## src/hw/rtl/gcvb_ram.sv

```systemverilog
// Generic simple dual-port RAM: one write port, one registered read port.
// No dependencies.
`default_nettype none

module gcvb_ram #(
    parameter int WIDTH = 64,
    parameter int DEPTH = 64
) (
    input  wire logic                     i_clk,
    input  wire logic                     i_we,
    input  wire logic [$clog2(DEPTH)-1:0] i_waddr,
    input  wire logic [WIDTH-1:0]         i_wdata,
    input  wire logic [$clog2(DEPTH)-1:0] i_raddr,
    output logic      [WIDTH-1:0]         o_rdata
);

    logic [WIDTH-1:0] r_mem [DEPTH];

    // Write, and read through an output register (old data on a clash)
    always_ff @(posedge i_clk) begin
        if (i_we) begin
            r_mem[i_waddr] <= i_wdata;
        end
        o_rdata <= r_mem[i_raddr];
    end

endmodule

`default_nettype wire

```

## config.mk

```make
export PLATFORM = sky130hd
export DESIGN_NAME = gcvb_ram
export DESIGN_NICKNAME = d
export VERILOG_FILES = /design/src/hw/rtl/gcvb_ram.sv
export SDC_FILE = /design/constraint.sdc
export NUM_CORES = 2
export LEC_CHECK = 0
export BUFFER_PORTS_ARGS = -buffer_cell sky130_fd_sc_hd__buf_2
export CAP_MARGIN = 20
export CORE_UTILIZATION = 60
export DETAILED_ROUTE_END_ITERATION = 6
export PLACE_DENSITY_LB_ADDON = 0.1
export REMOVE_ABC_BUFFERS = 1
export SETUP_SLACK_MARGIN = 0.15
export SYNTH_ARGS = -nofsm -noshare
export SYNTH_HDL_FRONTEND = slang
export SYNTH_SLANG_ARGS = --single-unit
```

## constraint.sdc

```tcl
create_clock -name i_clk -period 8.5 [get_ports i_clk]
set_input_delay 1.275 -clock i_clk [delete_from_list [all_inputs] [get_ports i_clk]]
set_output_delay 1.275 -clock i_clk [all_outputs]
set_load 0.01 [all_outputs]
```

# Yosys cells after proc, flatten, opt, wreduce, memory -nomap -nowiden
# Memories as Yosys holds them, arrays and structs flattened. A register that Yosys moved wholly into a read port is not among the register bits.
# Cells that the tools add are included.
[classes]
add_sub_neg = 0
mul = 0
div = 0
order_cmp = 0
n_eq_ne = 0
shift = 0
n_mux = 2
bitwise = 0
n_reduce_logical = 0
[ops]
columns = ["operator", "n"]
rows = [
  ["1-bit 2-to-1 mux", 2],
]
[totals]
register_bits = 0
latch_bits = 0
ram_bits = 4096
mem_bits_ro = 0
in_bits = 78
output_inout_bits = 64
word_cells = 3
memories = 1
[memory_table]
columns = ["memory", "depth", "width", "read_ports", "rd_clocked_by_memory_dff", "write_ports", "line_no", "rtl"]
rows = [
  ["r_mem", 64, 64, 1, 1, 1, "17", "logic [WIDTH-1:0] r_mem [DEPTH];"],
]

# Logic depth before layout (Yosys ltp)
[logic_depth]
word_depth = 2
ltp_mapped = 9
depth_no_buf = 5

# Least setup slack after synthesis
# Ideal clock, no wire load.
[synth_path]
path_type = "input -> register"
start = "in i_waddr[3]"
end = "mem r_mem[48][0], enable pin"
setup_ns = 0.564
arrival_ns = 6.147
required_ns = 7.936
slack_ns = 1.789
path_stages = 4
n_path_buf = 1
cell_sequence = "clkbuf_1 nor2b_1 nand4b_1 nor3_1"
[synth_rtl]
columns = ["element", "line_no", "rtl"]
rows = [
  ["start, declared", "11", "input wire logic [$clog2(DEPTH)-1:0] i_waddr,"],
  ["end, declared", "17", ""],
]
# Straight into the memory's write port.

==> reports/qor.csv <==
stage,metric,value,unit
outcome,status,finished clean,
sta,"Hold Vio Cnt, Final",0,
global_routing,largest net degree at the start of global routing,134,
sta,worst-margin pin slew,1.194,ns
setup_path,CP Launch Type,input port,
sta,Setup TNS Final,0,ns
clock_tree,TritonCTS buffer count,407,
setup_path,CP endpoint kind,flop,
power,Pleak,54.81,nW
synthesis,"Avg Cell Area, Syn",23.70,µm²
cells_and_area,Non-Filler Instances,10720,
job,total of max-cap violations,0,
clock_tree,cts-stage hold buffer count,0,
die,die area,0.2626,mm²
global_routing,GR peak layer,met2,
sta,RSZ-0062 raised after global routing,false,
place,gpl congestion,0.7805,
detailed_routing,DRT iter0 DRCs,10600,
cells_and_area,final core utilization,0.6771,
cells_and_area,Nets,7055,
synthesis,register area share after synthesis,0.7949,
cells_and_area,"Design Area, Final",0.1755,mm²
clock_tree,Max Root-Sink Buffers,4,
clock_tree,Worst-path clk slew,0.06,ns
die,Initial Util,0.6031,
global_routing,M2 GR Usage,0.5131,
clock_tree,setup repair bufs after CTS,0,
worst_hold_path,worst hold start,i_wdata[60],
detailed_routing,DR pass1 iterations,5,
global_routing,first-pass GRT wire length,579400,µm
setup_path,Crit. Startpoint,i_raddr[2],
synthesis,Synth cell types,33,
synthesis,yosys warns,0,
synthesis,"Cell Area, Synth",0.1563,mm²
clock_tree,Post-CTS Resized,0,
sta,crit share post-route,0.4707,
sta,Fmax achieved,0.2500,GHz
global_routing,vias in the first global route,75310,
place,port buffer count,141,
clock_tree,clk root buf,clkbuf_16,
place,Placed Area,0.1621,mm²
detailed_routing,Remaining DRCs,0,
worst_hold_path,worst hold path type,in2reg,
place,worst slack at placement,3.649,ns
setup_path,CP max FO,59,
detailed_routing,ANT nets after route,0,
detailed_routing,post-DR wirelength/cell,38.64,µm
global_routing,grt ovf,0,
global_routing,Tot GR Track Use,0.3186,
synthesis,#FFs+latches synth,4160,
detailed_routing,routed vias,75510,
setup_path,CP required,9.29,ns
global_routing,met3 Use GR,0.05056,
die,DIE WIDTH,512.5,µm
die,die height,512.5,µm
clock_tree,number of H-tree levels,5,
die,Top Ports,142,
place,Inst Count DP,9951,
cells_and_area,Syn-to-layout area delta,12.26,%
die,Core ar.,0.2592,mm²
detailed_routing,Routed WL,414400,µm
power,PD cells,241.1,mW/mm²
setup_path,FF-to-FF Start,r_mem[55][5],
sta,Final Max Slew Viols,0,
setup_path,Crit Path Class,in2reg,
sta,Final Setup Violations,0,
place,Final HPWL DP,209000,µm
clock_tree,Clock Sinks,4160,
cells_and_area,FILL cells,15950,
clock_tree,TritonCTS clock tree,yes,
clock_tree,"Clk Latency, worst-skew pair",0.94,ns
sta,clock skew,0.04623,ns
sta,Final Critical Period,4.001,ns
power,total power,42.32,mW
sta,Min Hold Slack,0.6439,ns
detailed_routing,post-DR vias/cell,7.041,
global_routing,GR Layer Usage met1,0.4491,
sta,Rel. slew slack,0.2040,
power,IR Drop Worst-Case VDD,240.5,µV
cells_and_area,layout cells sized above 1,0.2795,
die,floorplan row count,187,
sta,worst setup margin,4.499,ns
synthesis,Synth Instances,6598,
global_routing,initial antenna violation count,16,
setup_path,critical path arrival,4.79,ns
placed cells by master, fill, tap and decap left out, types with 83 or more instances in the layout:
master,n
a22o_1,88
a22oi_1,168
buf_2,138
buf_4,128
clkbuf_1,87
clkbuf_16,410
clkinv_1,84
edfxtp_1,4096
mux2i_1,135
mux4_2,1024
o22ai_1,83
registers in the layout, summed over array words and instances, names as in the netlist:
| register | flops |
|---|---|
| r_mem | 4096 |
| o_rdata | 64 |
area by class of cell:
cell class	count	area, µm²	share of cell area
multi-input cells	2049	30770	0.1753
flip-flops and latches	4160	124300	0.7081
well taps	3402	4257	0.02425
clock inverters	231	2166	0.01234
inverters	19	71.32	0.0004063
repair buffers	340	3146	0.01792
diodes	9	22.52	0.0001283
clock buffers	513	10810	0.06157
cells in the mapped netlist, drive strengths merged:
cell type,n,area share
o221ai,38,0.0021
a41oi,26,0.0015
and3,64,0.0026
buf,230,0.0080
nor2,112,0.0027
nand2b,11,0.00044
nand4,2,0.000080
nand3b,2,0.000096
a211oi,63,0.0030
mux4,1024,0.15
nand2,58,0.0014
a2bb2oi,19,0.0011
nand4b,1,0.000056
a22oi,168,0.0081
mux2i,135,0.0086
and2,3,0.00012
or3,29,0.0012
a31oi,18,0.00072
a22o,88,0.0049
inv,19,0.00046
clkbuf,140,0.0034
nor3,2,0.000064
dfxtp,64,0.0082
o22ai,83,0.0033
edfxtp,4096,0.79
or2,28,0.0011
nand3,45,0.0014
nor2b,28,0.0011
or3b,1,0.000056
a31o,1,0.000056
path summary, 6_finish.rpt:
path | endpoint | slack (ns) | depth (start not counted)
max | o_rdata[43] | 4.50 | 8
min | r_mem[1][60] | 0.64 | 1
max reg2reg | o_rdata[5] | 6.33 | 5
min reg2reg | o_rdata[42] | 0.84 | 4
cell families (layout without fill, tap and decap cells):
kind of cell | after synthesis | in the layout | share of synthesized area
other cells | 0 | 9 | 0
simple gates | 386 | 386 | 0.01240
buf+inv | 389 | 1103 | 0.01180
compound gates | 504 | 504 | 0.02477
flops | 4160 | 4160 | 0.7949
mux | 1159 | 1159 | 0.1561
power by group:
part / total, mW / switching (mW) / leakage, nW / internal, mW
Combinational: 1.90 / 1.18 / 11.1 / 0.716
Sequential: 22.8 / 0.0766 / 37.4 / 22.7
Clock: 17.6 / 7.53 / 6.35 / 10.1
Total: 42.3 / 8.79 / 54.8 / 33.5
routing by layer:
| layer | routed length (µm) | up-vias |
|---|---|---|
| li1 | - | 29280 |
| met1 | 156100 | 41020 |
| met2 | 203100 | 4383 |
| met3 | 38170 | 808 |
| met4 | 16970 | 12 |
| met5 | 71 | - |
worst max-delay path, stage by stage:
cell and delay, ns:
buf_8 0.28, buf_4 0.76, nor2b_4 0.57, buf_4 0.48, buf_4 0.59, a22oi_1 0.14, and3_1 0.23, a211oi_1 0.25
No activity file was read; power rests on OpenSTA's default activity.
